--- config.mk ---
export PLATFORM = sky130hd
export DESIGN_NAME = ordered_list_insert_search_core
export DESIGN_NICKNAME = d
export VERILOG_FILES = /design/src/rtl/olis_pkg.sv /design/src/rtl/olis_node_store.sv /design/src/rtl/ordered_list_insert_search_core.sv
export SDC_FILE = /design/constraint.sdc
export NUM_CORES = 2
export LEC_CHECK = 0
export ABC_CLOCK_PERIOD_IN_PS = 11200
export BUFFER_PORTS_ARGS = -buffer_cell sky130_fd_sc_hd__clkbuf_2
export CAP_MARGIN = 20
export CORE_AREA = 10 10 736 376
export DETAILED_ROUTE_END_ITERATION = 8
export DIE_AREA = 0 0 746 386
export GPL_ROUTABILITY_DRIVEN = 0
export PLACE_DENSITY_LB_ADDON = 0.25
export SYNTH_ARGS = -nofsm -noshare
export SYNTH_HDL_FRONTEND = slang
export SYNTH_SLANG_ARGS = --single-unit
--- constraint.sdc ---
create_clock -name clock -period 11.2 [get_ports clock]
set_input_delay 1.68 -clock clock [delete_from_list [all_inputs] [get_ports clock]]
set_output_delay 1.68 -clock clock [all_outputs]
set_load 0.01 [all_outputs]
--- src/rtl/olis_pkg.sv ---
`timescale 1ns / 1ps
// ----------------------------------------------------------------------------
// Ordered list insert/search: shared package
// Sizes, operation and status codes, and the node store write command.
// ----------------------------------------------------------------------------
package olis_pkg;

   // Number of node slots in the store.
   localparam int Capacity = 64;

   // Width of a node index and of the node counter (which must hold Capacity).
   localparam int IdxW = $clog2(Capacity);
   localparam int CntW = $clog2(Capacity + 1);

   // Field widths.
   localparam int ValW  = 32;
   localparam int PosW  = 8;
   localparam int SumW  = 38;
   localparam int StatW = 3;
   localparam int FidxW = 6;
   localparam int NcntW = 7;

   // Width used to compare a position against the node count.
   localparam int CmpW = (CntW > PosW) ? CntW : PosW;

   // Request operation codes.
   localparam logic [1:0] MODE_HEAD   = 2'd0;
   localparam logic [1:0] MODE_TAIL   = 2'd1;
   localparam logic [1:0] MODE_AFTER  = 2'd2;
   localparam logic [1:0] MODE_SEARCH = 2'd3;

   // Response status codes.
   localparam logic [StatW-1:0] ST_OK       = 3'd0;
   localparam logic [StatW-1:0] ST_BADPOS   = 3'd1;
   localparam logic [StatW-1:0] ST_EMPTY    = 3'd2;
   localparam logic [StatW-1:0] ST_FULL     = 3'd3;
   localparam logic [StatW-1:0] ST_NOTFOUND = 3'd4;

   // Write command to the node store: one value write and one link write.
   typedef struct packed {
      logic            val_we;
      logic [IdxW-1:0] val_addr;
      logic [ValW-1:0] val_data;
      logic            link_we;
      logic [IdxW-1:0] link_addr;
      logic [IdxW-1:0] link_data;
   } olis_wr_type;

endpackage

--- src/rtl/olis_node_store.sv ---
`timescale 1ns / 1ps
// ----------------------------------------------------------------------------
// Ordered list insert/search: node store
// Value memory and next-link memory, one shared read address, registered
// read data, one write port on each memory.
// ----------------------------------------------------------------------------
module olis_node_store (
   input  logic                             clock,
   input  logic [olis_pkg::IdxW-1:0]        rd_addr,
   input  olis_pkg::olis_wr_type            wr,
   output logic [olis_pkg::ValW-1:0]        value_rdata,
   output logic [olis_pkg::IdxW-1:0]        link_rdata
);
   import olis_pkg::*;

   logic [ValW-1:0] value_mem [Capacity];
   logic [IdxW-1:0] link_mem  [Capacity];

   // Value memory: write port and registered read.
   always_ff @(posedge clock) begin
      if (wr.val_we) begin
         value_mem[wr.val_addr] <= wr.val_data;
      end
      value_rdata <= value_mem[rd_addr];
   end

   // Link memory: write port and registered read.
   always_ff @(posedge clock) begin
      if (wr.link_we) begin
         link_mem[wr.link_addr] <= wr.link_data;
      end
      link_rdata <= link_mem[rd_addr];
   end

endmodule

--- src/rtl/ordered_list_insert_search_core.sv ---
`timescale 1ns / 1ps
// A rejected request, or a search of an empty list, answers on the cycle after start
// without raising busy. Busy is held while a head or tail insert writes, while an insert
// after node k walks to node k and writes, and while a search runs until it ends at a
// match or the last node; the result strobe follows in the cycle busy falls, and a new
// request is taken then. The walk reads one node per cycle. Synchronous reset empties
// the list at once; the store is not cleared.
// ----------------------------------------------------------------------------
// Ordered list insert/search core
// Bounded singly linked list of signed values with head, tail and
// insert-after inserts, first-match search, node count and running sum.
// ----------------------------------------------------------------------------
module ordered_list_insert_search_core (
   input  logic                               clock,
   input  logic                               reset,
   input  logic                               start,
   output logic                               busy,
   input  logic [1:0]                         req_mode,
   input  logic signed [olis_pkg::ValW-1:0]   req_value,
   input  logic signed [olis_pkg::PosW-1:0]   req_position,
   output logic                               rsp_valid,
   output logic [olis_pkg::StatW-1:0]         rsp_status,
   output logic [olis_pkg::FidxW-1:0]         rsp_found_index,
   output logic [olis_pkg::NcntW-1:0]         rsp_node_count,
   output logic signed [olis_pkg::SumW-1:0]   rsp_total_sum
);
   import olis_pkg::*;

   typedef enum logic [2:0] {
      S_IDLE,
      S_WALK,
      S_SRCH,
      S_WR1,
      S_WR2
   } state_type;

   state_type state_ff;
   logic      busy_ff;
   logic      rsp_valid_ff;

   // List bookkeeping.
   logic [IdxW-1:0]        head_ff;
   logic [IdxW-1:0]        tail_ff;
   logic [CntW-1:0]        count_ff;
   logic signed [SumW-1:0] sum_ff;

   // Per-request working registers.
   logic [ValW-1:0]        value_ff;
   logic [IdxW-1:0]        cur_ff;
   logic [IdxW-1:0]        steps_ff;
   logic [IdxW-1:0]        idx_ff;
   logic [IdxW-1:0]        new_link_ff;
   logic [IdxW-1:0]        fix_addr_ff;
   logic                   second_wr_ff;
   logic                   set_head_ff;
   logic                   set_tail_ff;

   // Response registers.
   logic [StatW-1:0]       rsp_status_ff;
   logic [FidxW-1:0]       rsp_fidx_ff;
   logic [NcntW-1:0]       rsp_count_ff;
   logic signed [SumW-1:0] rsp_sum_ff;

   // Node store interface.
   logic [IdxW-1:0]        rd_addr;
   olis_wr_type            wr;
   logic [ValW-1:0]        value_rdata;
   logic [IdxW-1:0]        link_rdata;

   // Derived values.
   logic                   accept;
   logic                   full;
   logic [IdxW-1:0]        slot;
   logic [PosW-2:0]        target;
   logic [CntW-1:0]        count_plus;
   logic signed [SumW-1:0] sum_plus;
   logic                   more_nodes;

   olis_node_store u_store (
      .clock       (clock),
      .rd_addr     (rd_addr),
      .wr          (wr),
      .value_rdata (value_rdata),
      .link_rdata  (link_rdata)
   );

   assign accept     = start && !busy_ff;
   assign full       = (count_ff == CntW'(Capacity));
   assign slot       = count_ff[IdxW-1:0];
   assign count_plus = count_ff + CntW'(1);
   assign sum_plus   = sum_ff + {{(SumW-ValW){value_ff[ValW-1]}}, value_ff};
   assign more_nodes = (CntW'(idx_ff) + CntW'(1)) < count_ff;

   // Target node of an insert after: position minus one, but not below zero.
   assign target = (req_position[PosW-2:0] == '0) ? '0 : req_position[PosW-2:0] - 1'b1;

   // While idle the head is read so a walk or search can start at once;
   // during a walk or search the next address is the link just read.
   always_comb begin
      case (state_ff)
         S_WALK:  rd_addr = link_rdata;
         S_SRCH:  rd_addr = link_rdata;
         default: rd_addr = head_ff;
      endcase
   end

   // Store writes: the new node first, then the predecessor's link.
   always_comb begin
      wr           = '0;
      wr.val_addr  = slot;
      wr.val_data  = value_ff;
      wr.link_addr = slot;
      wr.link_data = new_link_ff;
      case (state_ff)
         S_WR1: begin
            wr.val_we  = 1'b1;
            wr.link_we = 1'b1;
         end
         S_WR2: begin
            wr.link_we   = 1'b1;
            wr.link_addr = fix_addr_ff;
            wr.link_data = slot;
         end
         default: begin
            wr.val_we  = 1'b0;
            wr.link_we = 1'b0;
         end
      endcase
   end

   // Sequencer, list bookkeeping and response registers.
   always_ff @(posedge clock) begin
      if (reset) begin
         state_ff     <= S_IDLE;
         busy_ff      <= 1'b0;
         rsp_valid_ff <= 1'b0;
         head_ff      <= '0;
         tail_ff      <= '0;
         count_ff     <= '0;
         sum_ff       <= '0;
      end else begin
         rsp_valid_ff <= 1'b0;
         case (state_ff)
            S_IDLE: begin
               if (accept) begin
                  value_ff      <= req_value;
                  cur_ff        <= head_ff;
                  idx_ff        <= '0;
                  fix_addr_ff   <= tail_ff;
                  rsp_fidx_ff   <= '0;
                  rsp_count_ff  <= NcntW'(count_ff);
                  rsp_sum_ff    <= sum_ff;
                  case (req_mode)
                     MODE_HEAD, MODE_TAIL: begin
                        if (full) begin
                           rsp_status_ff <= ST_FULL;
                           rsp_valid_ff  <= 1'b1;
                        end else begin
                           new_link_ff  <= (count_ff == '0 || req_mode == MODE_TAIL) ?
                                           '0 : head_ff;
                           second_wr_ff <= (req_mode == MODE_TAIL) && (count_ff != '0);
                           set_head_ff  <= (req_mode == MODE_HEAD) || (count_ff == '0);
                           set_tail_ff  <= (req_mode == MODE_TAIL) || (count_ff == '0);
                           busy_ff      <= 1'b1;
                           state_ff     <= S_WR1;
                        end
                     end
                     MODE_AFTER: begin
                        if (req_position[PosW-1]) begin
                           rsp_status_ff <= ST_BADPOS;
                           rsp_valid_ff  <= 1'b1;
                        end else if (count_ff == '0) begin
                           rsp_status_ff <= ST_EMPTY;
                           rsp_valid_ff  <= 1'b1;
                        end else if (CmpW'(target) >= CmpW'(count_ff)) begin
                           rsp_status_ff <= ST_BADPOS;
                           rsp_valid_ff  <= 1'b1;
                        end else if (full) begin
                           rsp_status_ff <= ST_FULL;
                           rsp_valid_ff  <= 1'b1;
                        end else begin
                           steps_ff     <= IdxW'(target);
                           second_wr_ff <= 1'b1;
                           set_head_ff  <= 1'b0;
                           busy_ff      <= 1'b1;
                           state_ff     <= S_WALK;
                        end
                     end
                     default: begin
                        if (count_ff == '0) begin
                           rsp_status_ff <= ST_NOTFOUND;
                           rsp_valid_ff  <= 1'b1;
                        end else begin
                           busy_ff  <= 1'b1;
                           state_ff <= S_SRCH;
                        end
                     end
                  endcase
               end
            end

            // Follow links until the target node; its link is then on hand.
            S_WALK: begin
               if (steps_ff == '0) begin
                  fix_addr_ff <= cur_ff;
                  set_tail_ff <= (cur_ff == tail_ff);
                  new_link_ff <= (cur_ff == tail_ff) ? '0 : link_rdata;
                  state_ff    <= S_WR1;
               end else begin
                  cur_ff   <= link_rdata;
                  steps_ff <= steps_ff - 1'b1;
               end
            end

            // Compare one node per cycle, following links in order.
            S_SRCH: begin
               if (value_rdata == value_ff) begin
                  rsp_status_ff <= ST_OK;
                  rsp_fidx_ff   <= FidxW'(idx_ff);
                  rsp_valid_ff  <= 1'b1;
                  busy_ff       <= 1'b0;
                  state_ff      <= S_IDLE;
               end else if (more_nodes) begin
                  idx_ff <= idx_ff + 1'b1;
               end else begin
                  rsp_status_ff <= ST_NOTFOUND;
                  rsp_valid_ff  <= 1'b1;
                  busy_ff       <= 1'b0;
                  state_ff      <= S_IDLE;
               end
            end

            S_WR1, S_WR2: begin
               if (state_ff == S_WR1 && second_wr_ff) begin
                  state_ff <= S_WR2;
               end else begin
                  // Commit the insert and report it.
                  count_ff      <= count_plus;
                  sum_ff        <= sum_plus;
                  if (set_head_ff) begin
                     head_ff <= slot;
                  end
                  if (set_tail_ff) begin
                     tail_ff <= slot;
                  end
                  rsp_status_ff <= ST_OK;
                  rsp_count_ff  <= NcntW'(count_plus);
                  rsp_sum_ff    <= sum_plus;
                  rsp_valid_ff  <= 1'b1;
                  busy_ff       <= 1'b0;
                  state_ff      <= S_IDLE;
               end
            end

            default: begin
               busy_ff  <= 1'b0;
               state_ff <= S_IDLE;
            end
         endcase
      end
   end

   assign busy            = busy_ff;
   assign rsp_valid       = rsp_valid_ff;
   assign rsp_status      = rsp_status_ff;
   assign rsp_found_index = rsp_fidx_ff;
   assign rsp_node_count  = rsp_count_ff;
   assign rsp_total_sum   = rsp_sum_ff;

   // A response never appears while a request is still in progress.
   assert property (@(posedge clock) disable iff (reset) !(rsp_valid_ff && busy_ff))
      else $error("response strobe while busy");

   // An accepted request either starts work or answers on the next cycle.
   assert property (@(posedge clock) disable iff (reset) accept |=> (busy_ff || rsp_valid_ff))
      else $error("accepted request neither started nor answered");

   // The node count never exceeds the capacity.
   assert property (@(posedge clock) disable iff (reset) count_ff <= CntW'(Capacity))
      else $error("node count above capacity");

   // The count only grows by one, and only with a response.
   assert property (@(posedge clock) disable iff (reset)
                    (!$past(reset) && !$stable(count_ff)) |->
                    (rsp_valid_ff && count_ff == $past(count_ff) + CntW'(1)))
      else $error("node count changed unexpectedly");

endmodule

==> out/qor.csv <==
stage,metric,value,unit
status,run status,"finished, final reports clean",
detailed_routing,Vias,54441,
critical_path,R2R Path Start,state_ff[0],
timing,Tcrit/Tclk final,58.2,%
yosys,syn_area_per_cell,19.5,sq um
detailed_routing,via-per-instance ratio,5.84,
worst_hold_path,hold path cells,2,
flow_run,MaxCap Viol Count,0,
critical_path,Worst path slowest cell,a22oi_1,
cts,CTS root buf,clkbuf_16,
global_route,GRT Residual Overflow,0,
timing,endpoints failing setup,0,
cts,H-tree Lvls,4,
critical_path,CP arrival,7240,ps
timing,RSZ-0062 raised after global routing,no,
floorplanning,die span in y,386,um
yosys,Synthesized Nets,5482,
global_route,Total GRT Usage,19.6,%
critical_path,CP startpoint,state_ff[0],
critical_path,WP data required,11920,ps
placed_design,port buffer count,100,
cts,CTS tree,yes,
detailed_routing,Post-Route WL,290,mm
floorplanning,# IOs,101,
floorplanning,Initial Utilization,39.7,%
power_and_ir_drop,total design power,21.2,mW
detailed_routing,# DRC,0,
power_and_ir_drop,Peak VDD IR,0.124,mV
critical_path,worst stage delay on the critical path,1180,ps
timing,Max Freq,0.153,GHz
timing,Slew @ Worst Pin,1500,ps
critical_path,worst-path cell chain,"xnor2_2, nor2_4, mux2i_4, buf_12, buf_12, buf_4, mux4_2, nor2b_1, a211oi_1, a21oi_1, a22oi_1, nand2_1",
floorplanning,Die W,746,um
yosys,Synth Area in Simple Gates,3.76,%
critical_path,"Buf+Inv Stages, Crit Path",3,
worst_hold_path,Hold Path Class,reg -> reg,
detailed_routing,"antenna viol nets, final",0,
detailed_routing,initial drt markers,7795,
critical_path,CP Capture Type,flop,
global_route,vias in the first global route,52751,
yosys,"Primary FF master, synth",edfxtp_1,
cts,CTS Sinks,2651,
yosys,Post-Synth XOR/XNOR Area,0.775,%
finish,layout cell share with drive strength beyond 1,22.7,%
finish,"commonest non-fill, non-tap cell in the layout",edfxtp_1,
detailed_routing,Detailed Routing Iterations Pass 1,6,
finish,area occupied by multi-input gates,25600,sq um
finish,fin util,44.5,%
timing,Layout Skew,75.3,ps
power_and_ir_drop,static leakage,38.4,nW
yosys,sequential area share after synthesis,74.9,%
critical_path,Worst Setup Start Kind,flop,
global_route,initial antenna violation count,12,
timing,Max-slew headroom,0.00982,%
timing,Final min period,6520,ps
finish,most frequent cells in the layout,"2551 x edfxtp_1, 608 x mux4_2, 308 x nand2_1, 246 x a21oi_1, 223 x clkbuf_16",
cts,post_cts resized,0,
yosys,Yosys warning count,0,
cts,hold-fix buffers at CTS,0,
critical_path,cell count along the critical path,12,
placed_design,dpl ws,4790,ps
critical_path,worst-path maximum fanout,105,
worst_hold_path,startpoint of the most critical hold path,sum_ff[6],
cts,CTS buffer count,221,
critical_path,critical path class,reg -> reg,
yosys,"Distinct cells, synth",59,
timing,Final Hold Viols,0,
cts,Clock Latency Late Sink,890,ps
yosys,Synth Area in Adders,0.675,%
yosys,asr flop ratio synth,0,%
critical_path,R2R depth,12,
finish,# fillers,22436,
floorplanning,die area,288000,sq um
finish,Nets,5713,
finish,Reg area,78600,sq um
critical_path,CP most frequent cell,buf_12,
yosys,"EDFF count, synth",2551,
power_and_ir_drop,PD cells,180,nW/um^2
finish,layout overhead on the synthesized area,12.3,%
detailed_routing,WL/cell,31.1,um
yosys,largest family of logic cells by synthesized area,multiplexers,
floorplanning,FP Rows,134,
yosys,Syn Std Cell Area,105000,sq um
timing,Final Worst Setup Slack,4680,ps
global_route,largest net degree at the start of global routing,151,
yosys,mux contribution to synthesized area,14.6,%
cts,clock buffer depth,4,
critical_path,Top delay family on crit path,buffers and inverters,
timing,Post-Route Setup TNS,0,ps
yosys,Yosys reg bits,2651,
placed_design,hpwl dp,169,mm
floorplanning,Core Area,265000,sq um
yosys,area fraction in compound gates after synthesis,4.00,%
timing,Pins Over Slew Limit,0,
cts,Post-CTS Setup Inserts,0,
global_route,first-pass GRT wire length,408,mm
yosys,synthesized instance count,5381,
cts,Clock Pin Slew Worst Setup and Hold Paths,70,ps
registers in the layout, indices dropped and copies added, names as in the netlist, 6 cells and up:
signal / count
u_store.value_mem: 2048
u_store.link_mem: 384
rsp_total_sum: 38
sum_ff: 38
u_store.value_rdata: 32
value_ff: 32
count_ff: 7
rsp_node_count: 7
cur_ff: 6
fix_addr_ff: 6
head_ff: 6
idx_ff: 6
new_link_ff: 6
rsp_found_index: 6
steps_ff: 6
tail_ff: 6
u_store.link_rdata: 6
cells in the mapped netlist (all sizes together), types with 40 or more instances:
library cell,count,share of area [%]
a22oi,78,0.56
nor2,207,0.75
edfxtp,2551,73
mux4,608,13
dfxtp,100,1.9
mux2i,159,1.5
xnor2,69,0.58
nand3,40,0.19
buf,146,0.68
ha,55,0.66
nor2b,160,0.95
a211oi,159,1.1
o21ai,65,0.31
a21oi,246,1.2
clkbuf,152,0.54
nand2,308,1.1
per-stage QoR:
stage	hold slack (ps)	area [sq um]	std cells
floorplan	449	105000	5381
global placement	457	111000	8918
detailed placement	471	111000	8921
CTS	481	118000	9321
global route	495	118000	9325
finish	482	118000	9328
final timing paths:
kind                              to  slack, ps
max          u_store.value_rdata[16]       4680
min                        sum_ff[6]        480
max reg2reg  u_store.value_rdata[16]       4680
min reg2reg                sum_ff[6]        480
worst register-to-register path: cells and delay by family (launching register included):
kind | cells | cell delay, ps
and+or+nand+nor | 3 | 780
xor gates and xnor gates | 1 | 160
buffers and inverters | 3 | 2200
muxes | 2 | 870
AOI/OAI and AO/OA | 3 | 1760
DFF | 1 | 610
kinds of logic (layout without fill, tap and decap cells):
| logic type | count (synthesis) | count (layout) |
|---|---|---|
| xor gates and xnor gates | 92 | 92 |
| muxes | 767 | 767 |
| other | 0 | 3 |
| DFF | 2651 | 2651 |
| AOI/OAI and AO/OA | 657 | 657 |
| adders and majority gates | 56 | 56 |
| and+or+nand+nor | 839 | 839 |
| buffers and inverters | 319 | 727 |
final cells by class:
cell class              count  area share (%)
inverters                  21          0.0669
multi-input cells        2411            21.8
clock inverters           115           0.845
diodes                      3         0.00637
clock buffers             285            4.97
flip-flops and latches   2651            66.7
well taps                3536            3.75
repair buffers            306            1.89
metal layers:
| metal | routed length (um) | up-vias | GRT usage, % |
|---|---|---|---|
| met4 | 4430 | 0 | 3.21 |
| li1 | - | 22382 | - |
| met5 | 0 | - | 0 |
| met1 | 133000 | 28975 | 31.0 |
| met2 | 114000 | 2759 | 25.8 |
| met3 | 38100 | 325 | 7.30 |
power breakdown:
part	switching [mW]	leakage, nW	internal [mW]	total, mW
clock	3.56	3.36	4.06	7.62
sequential	0.138	23.8	11.0	11.1
combinational	1.56	11.2	0.943	2.50
total	5.26	38.4	16.0	21.2
No activity file was read; power rests on OpenSTA's default activity.
